**config.mk**
```make
export PLATFORM = sky130hd
export DESIGN_NAME = matrix_chain_cost_evaluator
export DESIGN_NICKNAME = d
export VERILOG_FILES = /design/src/rtl/core/mct_pkg.sv /design/src/rtl/core/mct_ram.sv /design/src/rtl/core/mct_cell.sv /design/src/rtl/core/mct_stack.sv /design/src/rtl/core/matrix_chain_cost_evaluator.sv
export SDC_FILE = /design/constraint.sdc
export NUM_CORES = 2
export LEC_CHECK = 0
export BUFFER_PORTS_ARGS = -buffer_cell sky130_fd_sc_hd__buf_4
export CORE_MARGIN = 8
export CORE_UTILIZATION = 55
export CTS_CLUSTER_SIZE = 14
export DETAILED_ROUTE_END_ITERATION = 12
export GPL_ROUTABILITY_DRIVEN = 0
export GPL_TIMING_DRIVEN = 1
export PLACE_DENSITY = 0.75
export SLEW_MARGIN = 25
export SYNTH_ARGS = -nofsm -noshare
export SYNTH_HDL_FRONTEND = slang
export SYNTH_SLANG_ARGS = --single-unit
```
**constraint.sdc**
```tcl
create_clock -name clk -period 48.2 [get_ports clk]
set_input_delay 12.05 -clock clk [delete_from_list [all_inputs] [get_ports clk]]
set_output_delay 12.05 -clock clk [all_outputs]
set_load 0.02 [all_outputs]
```
**src/rtl/core/mct_pkg.sv**
```systemverilog
// ----------------------------------------------------------------------------
// mct_pkg
// Shared types and constants for the matrix chain cost evaluator.
// ----------------------------------------------------------------------------
package mct_pkg;

  localparam int DIM_W = 12;
  localparam int NAME_W = 5;
  localparam int COST_W = 48;
  localparam int PROD1_W = 2 * DIM_W;
  localparam int PROD2_W = 3 * DIM_W;
  localparam int STACK_DEPTH_DEF = 32;
  localparam int NAME_COUNT_DEF = 26;

  localparam logic MODE_LOAD = 1'b0;
  localparam logic MODE_TOKEN = 1'b1;

  localparam logic [1:0] TK_NAME = 2'd0;
  localparam logic [1:0] TK_CLOSE = 2'd1;

  localparam logic [1:0] ST_OK = 2'd0;
  localparam logic [1:0] ST_MISMATCH = 2'd1;
  localparam logic [1:0] ST_UNDERFLOW = 2'd2;
  localparam logic [1:0] ST_OVERFLOW = 2'd3;

  typedef struct packed {
    logic [DIM_W-1:0] rows;
    logic [DIM_W-1:0] cols;
  } shape_t;

  typedef struct packed {
    logic              mode;
    logic [NAME_W-1:0] name_index;
    logic [DIM_W-1:0]  rows;
    logic [DIM_W-1:0]  cols;
    logic [1:0]        token_kind;
    logic              end_of_expression;
  } in_beat_t;

  typedef struct packed {
    logic [COST_W-1:0] cost;
    logic [1:0]        status;
  } out_beat_t;

  typedef enum logic [1:0] {
    SEL_HOLD,
    SEL_PREV,
    SEL_NEXT
  } cell_sel_t;

  typedef enum logic [1:0] {
    STK_HOLD,
    STK_PUSH,
    STK_MERGE
  } stk_op_t;

  typedef enum logic [2:0] {
    S_IDLE,
    S_NAME,
    S_CLOSE,
    S_MUL,
    S_ACC,
    S_END
  } state_t;

endpackage

```
**src/rtl/core/mct_ram.sv**
```systemverilog
// ----------------------------------------------------------------------------
// mct_ram
// Generic single write port RAM with registered read.
// ----------------------------------------------------------------------------
module mct_ram #(
  parameter int WIDTH = 24,
  parameter int DEPTH = 26,
  localparam int AW = (DEPTH > 1) ? $clog2(DEPTH) : 1
) (
  input  logic             clk,
  input  logic             we,
  input  logic [AW-1:0]    waddr,
  input  logic [WIDTH-1:0] wdata,
  input  logic [AW-1:0]    raddr,
  output logic [WIDTH-1:0] rdata
);

  logic [WIDTH-1:0] mem_r [DEPTH];
  logic [WIDTH-1:0] rdata_r;

  always_ff @(posedge clk) begin
    if (we) begin
      mem_r[waddr] <= wdata;
    end
    rdata_r <= mem_r[raddr];
  end

  assign rdata = rdata_r;

endmodule

```
**src/rtl/core/mct_cell.sv**
```systemverilog
// ----------------------------------------------------------------------------
// mct_cell
// One shape stack cell: holds a shape or takes one from a neighbor.
// ----------------------------------------------------------------------------
module mct_cell
  import mct_pkg::*;
(
  input  logic      clk,
  input  cell_sel_t sel,
  input  shape_t    from_prev,
  input  shape_t    from_next,
  output shape_t    shape
);

  shape_t shape_r;
  shape_t shape_nxt;

  always_comb begin
    case (sel)
      SEL_PREV: shape_nxt = from_prev;
      SEL_NEXT: shape_nxt = from_next;
      default:  shape_nxt = shape_r;
    endcase
  end

  always_ff @(posedge clk) begin
    shape_r <= shape_nxt;
  end

  assign shape = shape_r;

endmodule

```
**src/rtl/core/mct_stack.sv**
```systemverilog
// ----------------------------------------------------------------------------
// mct_stack
// Shape stack as a row of cells, top of stack in cell zero.
// ----------------------------------------------------------------------------
module mct_stack
  import mct_pkg::*;
#(
  parameter int DEPTH = STACK_DEPTH_DEF
) (
  input  logic    clk,
  input  stk_op_t op,
  input  shape_t  push_shape,
  output shape_t  top0,
  output shape_t  top1
);

  shape_t    cell_q [DEPTH];
  cell_sel_t cell_sel [DEPTH];

  for (genvar i = 0; i < DEPTH; i++) begin : g_cell
    shape_t prev_in;
    shape_t next_in;

    if (i == 0) begin : g_head
      assign prev_in = push_shape;
    end else begin : g_body
      assign prev_in = cell_q[i-1];
    end

    if (i == DEPTH - 1) begin : g_tail
      assign next_in = cell_q[i];
    end else begin : g_inner
      assign next_in = cell_q[i+1];
    end

    always_comb begin
      case (op)
        STK_PUSH:  cell_sel[i] = SEL_PREV;
        STK_MERGE: cell_sel[i] = (i == 0) ? SEL_PREV : SEL_NEXT;
        default:   cell_sel[i] = SEL_HOLD;
      endcase
    end

    mct_cell u_cell (
      .clk       (clk),
      .sel       (cell_sel[i]),
      .from_prev (prev_in),
      .from_next (next_in),
      .shape     (cell_q[i])
    );
  end

  assign top0 = cell_q[0];
  assign top1 = cell_q[1];

endmodule

```
**src/rtl/core/matrix_chain_cost_evaluator.sv**
```systemverilog
// sequencing from one accept to the next: a load beat stays in S_IDLE; a name token
// passes S_NAME and S_END, a close token S_CLOSE, S_MUL, S_ACC and S_END (S_CLOSE and
// S_END when it faults), ignored tokens and tokens after a fault S_END only; an end token
// also waits in S_END while the output register is full; one beat in work at a time;
// the close sequence (stack merge, two registered multiplies, saturating add) is longest
// reset: synchronous active low, clears state, table valid bits, pointer, cost, fault
// ----------------------------------------------------------------------------
// matrix_chain_cost_evaluator
// Dimension table and cell-chain shape stack that sum the scalar multiply
// cost of a parenthesized matrix chain, with saturation and fault status.
// ----------------------------------------------------------------------------
module matrix_chain_cost_evaluator
  import mct_pkg::*;
#(
  parameter int STACK_DEPTH = STACK_DEPTH_DEF,
  parameter int NAME_COUNT = NAME_COUNT_DEF
) (
  input  logic      clk,
  input  logic      rst_n,
  input  logic      in_valid,
  output logic      in_ready,
  input  in_beat_t  in_data,
  output logic      out_valid,
  input  logic      out_ready,
  output out_beat_t out_data
);

  localparam int AW = (NAME_COUNT > 1) ? $clog2(NAME_COUNT) : 1;
  localparam int SPW = $clog2(STACK_DEPTH + 1);

  state_t              state_r, state_nxt;
  logic [SPW-1:0]      sp_r, sp_nxt;
  logic [COST_W-1:0]   cost_r, cost_nxt;
  logic [1:0]          fault_r, fault_nxt;
  logic                last_r, last_nxt;
  logic                hit_r, hit_nxt;
  logic [PROD1_W-1:0]  prod1_r, prod1_nxt;
  logic [PROD2_W-1:0]  prod2_r, prod2_nxt;
  logic [DIM_W-1:0]    rc_r, rc_nxt;
  logic [NAME_COUNT-1:0] tbl_valid_r, tbl_valid_nxt;
  logic                out_valid_r, out_valid_nxt;
  out_beat_t           out_data_r, out_data_nxt;

  logic                accept;
  logic                in_range;
  logic [AW-1:0]       addr;
  logic                tbl_we;
  shape_t              tbl_wdata;
  shape_t              tbl_rdata;
  stk_op_t             stk_op;
  shape_t              push_shape;
  shape_t              top0;
  shape_t              top1;
  logic [COST_W:0]     sum_ext;

  assign in_ready = (state_r == S_IDLE);
  assign accept = in_valid && in_ready;
  assign addr = AW'(in_data.name_index);
  assign in_range = (32'(in_data.name_index) < NAME_COUNT);
  assign tbl_we = accept && (in_data.mode == MODE_LOAD) && in_range;
  assign tbl_wdata = '{rows: in_data.rows, cols: in_data.cols};
  assign sum_ext = {1'b0, cost_r} + (COST_W + 1)'(prod2_r);

  mct_ram #(
    .WIDTH ($bits(shape_t)),
    .DEPTH (NAME_COUNT)
  ) u_table (
    .clk   (clk),
    .we    (tbl_we),
    .waddr (addr),
    .wdata (tbl_wdata),
    .raddr (addr),
    .rdata (tbl_rdata)
  );

  mct_stack #(
    .DEPTH (STACK_DEPTH)
  ) u_stack (
    .clk        (clk),
    .op         (stk_op),
    .push_shape (push_shape),
    .top0       (top0),
    .top1       (top1)
  );

  always_comb begin
    state_nxt = state_r;
    sp_nxt = sp_r;
    cost_nxt = cost_r;
    fault_nxt = fault_r;
    last_nxt = last_r;
    hit_nxt = hit_r;
    prod1_nxt = prod1_r;
    prod2_nxt = prod2_r;
    rc_nxt = rc_r;
    tbl_valid_nxt = tbl_valid_r;
    out_valid_nxt = out_valid_r && !out_ready;
    out_data_nxt = out_data_r;
    stk_op = STK_HOLD;
    push_shape = '0;

    if (tbl_we) begin
      tbl_valid_nxt[addr] = 1'b1;
    end

    case (state_r)
      S_IDLE: begin
        if (accept && (in_data.mode == MODE_TOKEN)) begin
          last_nxt = in_data.end_of_expression;
          hit_nxt = in_range && tbl_valid_r[addr];
          if (fault_r != ST_OK) begin
            state_nxt = S_END;
          end else begin
            case (in_data.token_kind)
              TK_NAME:  state_nxt = S_NAME;
              TK_CLOSE: state_nxt = S_CLOSE;
              default:  state_nxt = S_END;
            endcase
          end
        end
      end
      S_NAME: begin
        if (sp_r >= SPW'(STACK_DEPTH)) begin
          fault_nxt = ST_OVERFLOW;
        end else begin
          stk_op = STK_PUSH;
          push_shape = hit_r ? tbl_rdata : '0;
          sp_nxt = sp_r + SPW'(1);
        end
        state_nxt = S_END;
      end
      S_CLOSE: begin
        if (sp_r < SPW'(2)) begin
          fault_nxt = ST_UNDERFLOW;
          state_nxt = S_END;
        end else if (top1.cols != top0.rows) begin
          fault_nxt = ST_MISMATCH;
          state_nxt = S_END;
        end else begin
          stk_op = STK_MERGE;
          push_shape = '{rows: top1.rows, cols: top0.cols};
          sp_nxt = sp_r - SPW'(1);
          prod1_nxt = PROD1_W'(top1.rows) * PROD1_W'(top1.cols);
          rc_nxt = top0.cols;
          state_nxt = S_MUL;
        end
      end
      S_MUL: begin
        prod2_nxt = PROD2_W'(prod1_r) * PROD2_W'(rc_r);
        state_nxt = S_ACC;
      end
      S_ACC: begin
        cost_nxt = sum_ext[COST_W] ? '1 : sum_ext[COST_W-1:0];
        state_nxt = S_END;
      end
      S_END: begin
        if (!last_r) begin
          state_nxt = S_IDLE;
        end else if (!out_valid_r || out_ready) begin
          out_valid_nxt = 1'b1;
          out_data_nxt.cost = (fault_r == ST_OK) ? cost_r : '0;
          out_data_nxt.status = fault_r;
          sp_nxt = '0;
          cost_nxt = '0;
          fault_nxt = ST_OK;
          state_nxt = S_IDLE;
        end
      end
      default: begin
        state_nxt = S_IDLE;
      end
    endcase
  end

  always_ff @(posedge clk) begin
    if (!rst_n) begin
      state_r <= S_IDLE;
      sp_r <= '0;
      cost_r <= '0;
      fault_r <= ST_OK;
      last_r <= 1'b0;
      tbl_valid_r <= '0;
      out_valid_r <= 1'b0;
    end else begin
      state_r <= state_nxt;
      sp_r <= sp_nxt;
      cost_r <= cost_nxt;
      fault_r <= fault_nxt;
      last_r <= last_nxt;
      tbl_valid_r <= tbl_valid_nxt;
      out_valid_r <= out_valid_nxt;
    end
  end

  always_ff @(posedge clk) begin
    hit_r <= hit_nxt;
    prod1_r <= prod1_nxt;
    prod2_r <= prod2_nxt;
    rc_r <= rc_nxt;
    out_data_r <= out_data_nxt;
  end

  assign out_valid = out_valid_r;
  assign out_data = out_data_r;

endmodule
```
==> results.py <==
metrics = {
    "status": {
        "result_of_the_run": "completed",
    },
    "logic_synthesis": {
        "synth_edf_count": 1515,
        "synthMostInstantiatedCell": "edfxtp_1",
        "yosys_register_bits": 1626,
        "synth.net_count": 5739,
        "most_area_consuming_cells_after_synthesis": "edfxtp_1 (57%), mux2_2 (10%), fa_1 (8.1%)",
        "yosys.area.top_type_share_pct": 57.5,
        "synth_largest_area_cell": "edfxtp_1",
        "post_synth_instance_area_um2": 79200,
        "primary_flip_flop_cell_chosen_by_synthesis_mapping": "edfxtp_1",
        "seq_area_frac_synth_pct": 60.3,
        "synthTopCellsByCount": "edfxtp_1 (1515), mux2_2 (733), inv_1 (433), nand2_1 (367), fa_1 (322)",
        "post_synth.cell_area_avg_um2": 15.2,
        "synth_cell_type_count": 72,
        "asyncSetResetFlopFracSynth_pct": 0,
        "netlist_instances": 5202,
        "synthesis.yosys.warnings": 0,
    },
    "worst_setup_path": {
        "cp.buffers_inverters": 1,
        "worst-r2r-setup-slack_ps": 41070,
        "slowest_delay_ps": 710,
        "worst_ep_required_time_ps": 36150,
        "arrival_time_at_the_worst_endpoint_ps": 2230,
        "worst_setup_path_type": "reg -> out",
        "critical_path_peak_fanout": 14,
        "setup.worst_path.start_class": "flip-flop",
        "critPathTopFamily": "simple AND/OR/NAND/NOR gates",
        "ordered_list_of_cells_on_the_worst_path": "nor3_1 > buf_4",
        "worst_path_slowest_cell": "nor3_1",
        "kind_of_end_point_of_the_critical_path": "primary output",
    },
    "floorplanning": {
        "pin_count": 89,
        "die_h_um": 395,
        "initial_utilization_pct": 55.3,
        "die_width_um": 395,
        "design.core.area_um2": 143000,
        "rows": 139,
        "die-area_um2": 156000,
    },
    "drt": {
        "drtIter0Drc": 3529,
        "routed-via-count": 42353,
        "routed_via_density": 5.80,
        "detail_route.first_pass.iterations": 5,
        "finalWirelength_mm": 156,
        "routed_length_per_instance_um": 21.3,
        "antenna_left": 0,
        "route.detailed.drc": 0,
    },
    "clock_network": {
        "cts.root.buffer_cell": "clkbuf_16",
        "postCtsSetupBuffers": 0,
        "hold_buffers": 0,
        "post_cts.resized_instances": 0,
        "cts.sinks": 1626,
        "number_of_clock_buffers_inserted_by_tritoncts": 166,
        "maximum_buffer_depth_of_the_clock_tree": 3,
        "path_clk_slew_ps": 60,
        "insertion_delay_ps": 790,
        "tritoncts": "built",
        "cts_htree_levels": 4,
    },
    "grt": {
        "grt_pass1_wl_mm": 247,
        "antenna_violations_before_repair": 3,
        "grt_overflow_total": 0,
        "grt_pass1_vias": 43601,
        "global_route.usage.total_pct": 19.7,
        "grt_max_degree": 210,
    },
    "pwr": {
        "power.leakage_nw": 31.4,
        "power_per_cell_area_nw_per_um2": 43.1,
        "vdd_ir_drop_max_v": 0.0000612,
    },
    "finish": {
        "layout-drive-gt1-share_pct": 24.6,
        "syn2layout_area_growth_pct": 10.3,
        "fin_nets": 5803,
        "postLayoutCellArea_um2": 87400,
    },
    "place": {
        "port_buffers": 88,
        "dp_hpwl_mm": 100,
        "post_dp_cell_area_um2": 81900,
    },
    "timing": {
        "transition_time_of_the_tightest_slew_check_pin_ps": 1110,
        "hold_viol_final": 0,
        "timing.final.crit_period_ps": 14280,
        "fin_setup_tns_ps": 0,
        "finalSetupViolations": 0,
        "rsz0062_at_grt": "false",
        "worst_clock_skew_ps": 35.0,
        "drv_slew": 0,
        "max_freq_mhz": 70.0,
        "timing.max_slew.rel_slack_pct": 26.1,
        "final.period_utilization_pct": 29.6,
    },
    "run": {
        "cap_viol_max_count": 0,
    },
    "worst_hold_path": {
        "timing.hold.worst.class": "reg -> reg",
    },
}
-- kinds of logic after synthesis --
group	count (synthesis)	synth area share (%)
AO/OA/AOI/OAI	451	3.74
XOR/XNOR	90	0.996
adder cells (fa/ha/maj)	500	11.0
buffers and inverters	684	3.27
flip-flops	1626	60.3
multiplexers	927	15.3
AND/OR/NAND/NOR	924	5.50
-- cells in the final DEF (no fill, tap or decap), types with 37 or more instances in the layout --
cell,instances
nor2_1,161
fa_1,322
and2_1,206
mux2i_1,42
o21ai_0,55
inv_1,430
xnor2_1,67
clkinv_1,37
dfxtp_1,111
clkbuf_16,166
mux4_2,152
nand2_1,367
buf_4,135
edfxtp_1,1515
mux2_2,733
ha_1,176
a21oi_1,151
-- through the flow --
stage / cells / setup WS (ps) / total power [mW] / utilization (%) / hold slack (ps)
6_report: 7308 / 33920 / 3.77 / 61.0 / 443
5_1_grt: 7307 / 33820 / 3.94 / 61.0 / 462
4_1_cts: 7305 / 33800 / 3.80 / 60.9 / 445
3_5_place_dp: 6999 / 33200 / 2.53 / 57.1 / 430
3_3_place_gp: 6998 / 33250 / 2.51 / 57.1 / 423
2_1_floorplan: 5202 / 31210 / 2.36 / - / 420
-- cell type report --
cell class | instances | area, µm²
diodes | 1 | 2.50
clock buffers | 199 | 4360
clock inverters | 107 | 1070
fillers | 10474 | 55900
inverters | 433 | 1640
multi-input cells | 2892 | 29000
flip-flops and latches | 1626 | 47700
well taps | 1903 | 2380
repair buffers | 147 | 1220
-- where the power goes --
| group | internal [mW] | switching (mW) | total, mW |
|---|---|---|---|
| clock network | 0.730 | 0.538 | 1.27 |
| logic | 0.304 | 0.437 | 0.741 |
| registers | 1.70 | 0.0598 | 1.76 |
-- flip-flops by register name (all words and copies together), names as in the netlist --
register,flops
cost_r,48
fault_r,2
hit_r,1
last_r,1
out_data,50
out_valid,1
prod1_r,24
prod2_r,36
rc_r,12
sp_r,6
state_r,3
tbl_valid_r,26
u_stack.g_cell.u_cell.shape,768
u_table.mem_r,624
u_table.rdata,24
-- routing by layer --
| layer | vias up | routed length, µm | global-route usage (%) |
|---|---|---|---|
| met5 | - | 24 | 0 |
| met4 | 4 | 4090 | 5.79 |
| met3 | 282 | 10500 | 4.03 |
| met2 | 1381 | 75100 | 32.3 |
| met1 | 21541 | 65900 | 26.8 |
| li1 | 19145 | - | - |
-- final timing paths --
check                                                          from                                  end  depth (start not counted)
worst max-delay path                                     state_r[2]                             in_ready                          2
worst min-delay path            u_stack.g_cell[30].u_cell.shape[11]  u_stack.g_cell[31].u_cell.shape[11]                          0
worst max register to register    u_stack.g_cell[1].u_cell.shape[4]  u_stack.g_cell[14].u_cell.shape[10]                         11
worst min register to register  u_stack.g_cell[30].u_cell.shape[11]  u_stack.g_cell[31].u_cell.shape[11]                          0
(Power assumes the default switching activity.)
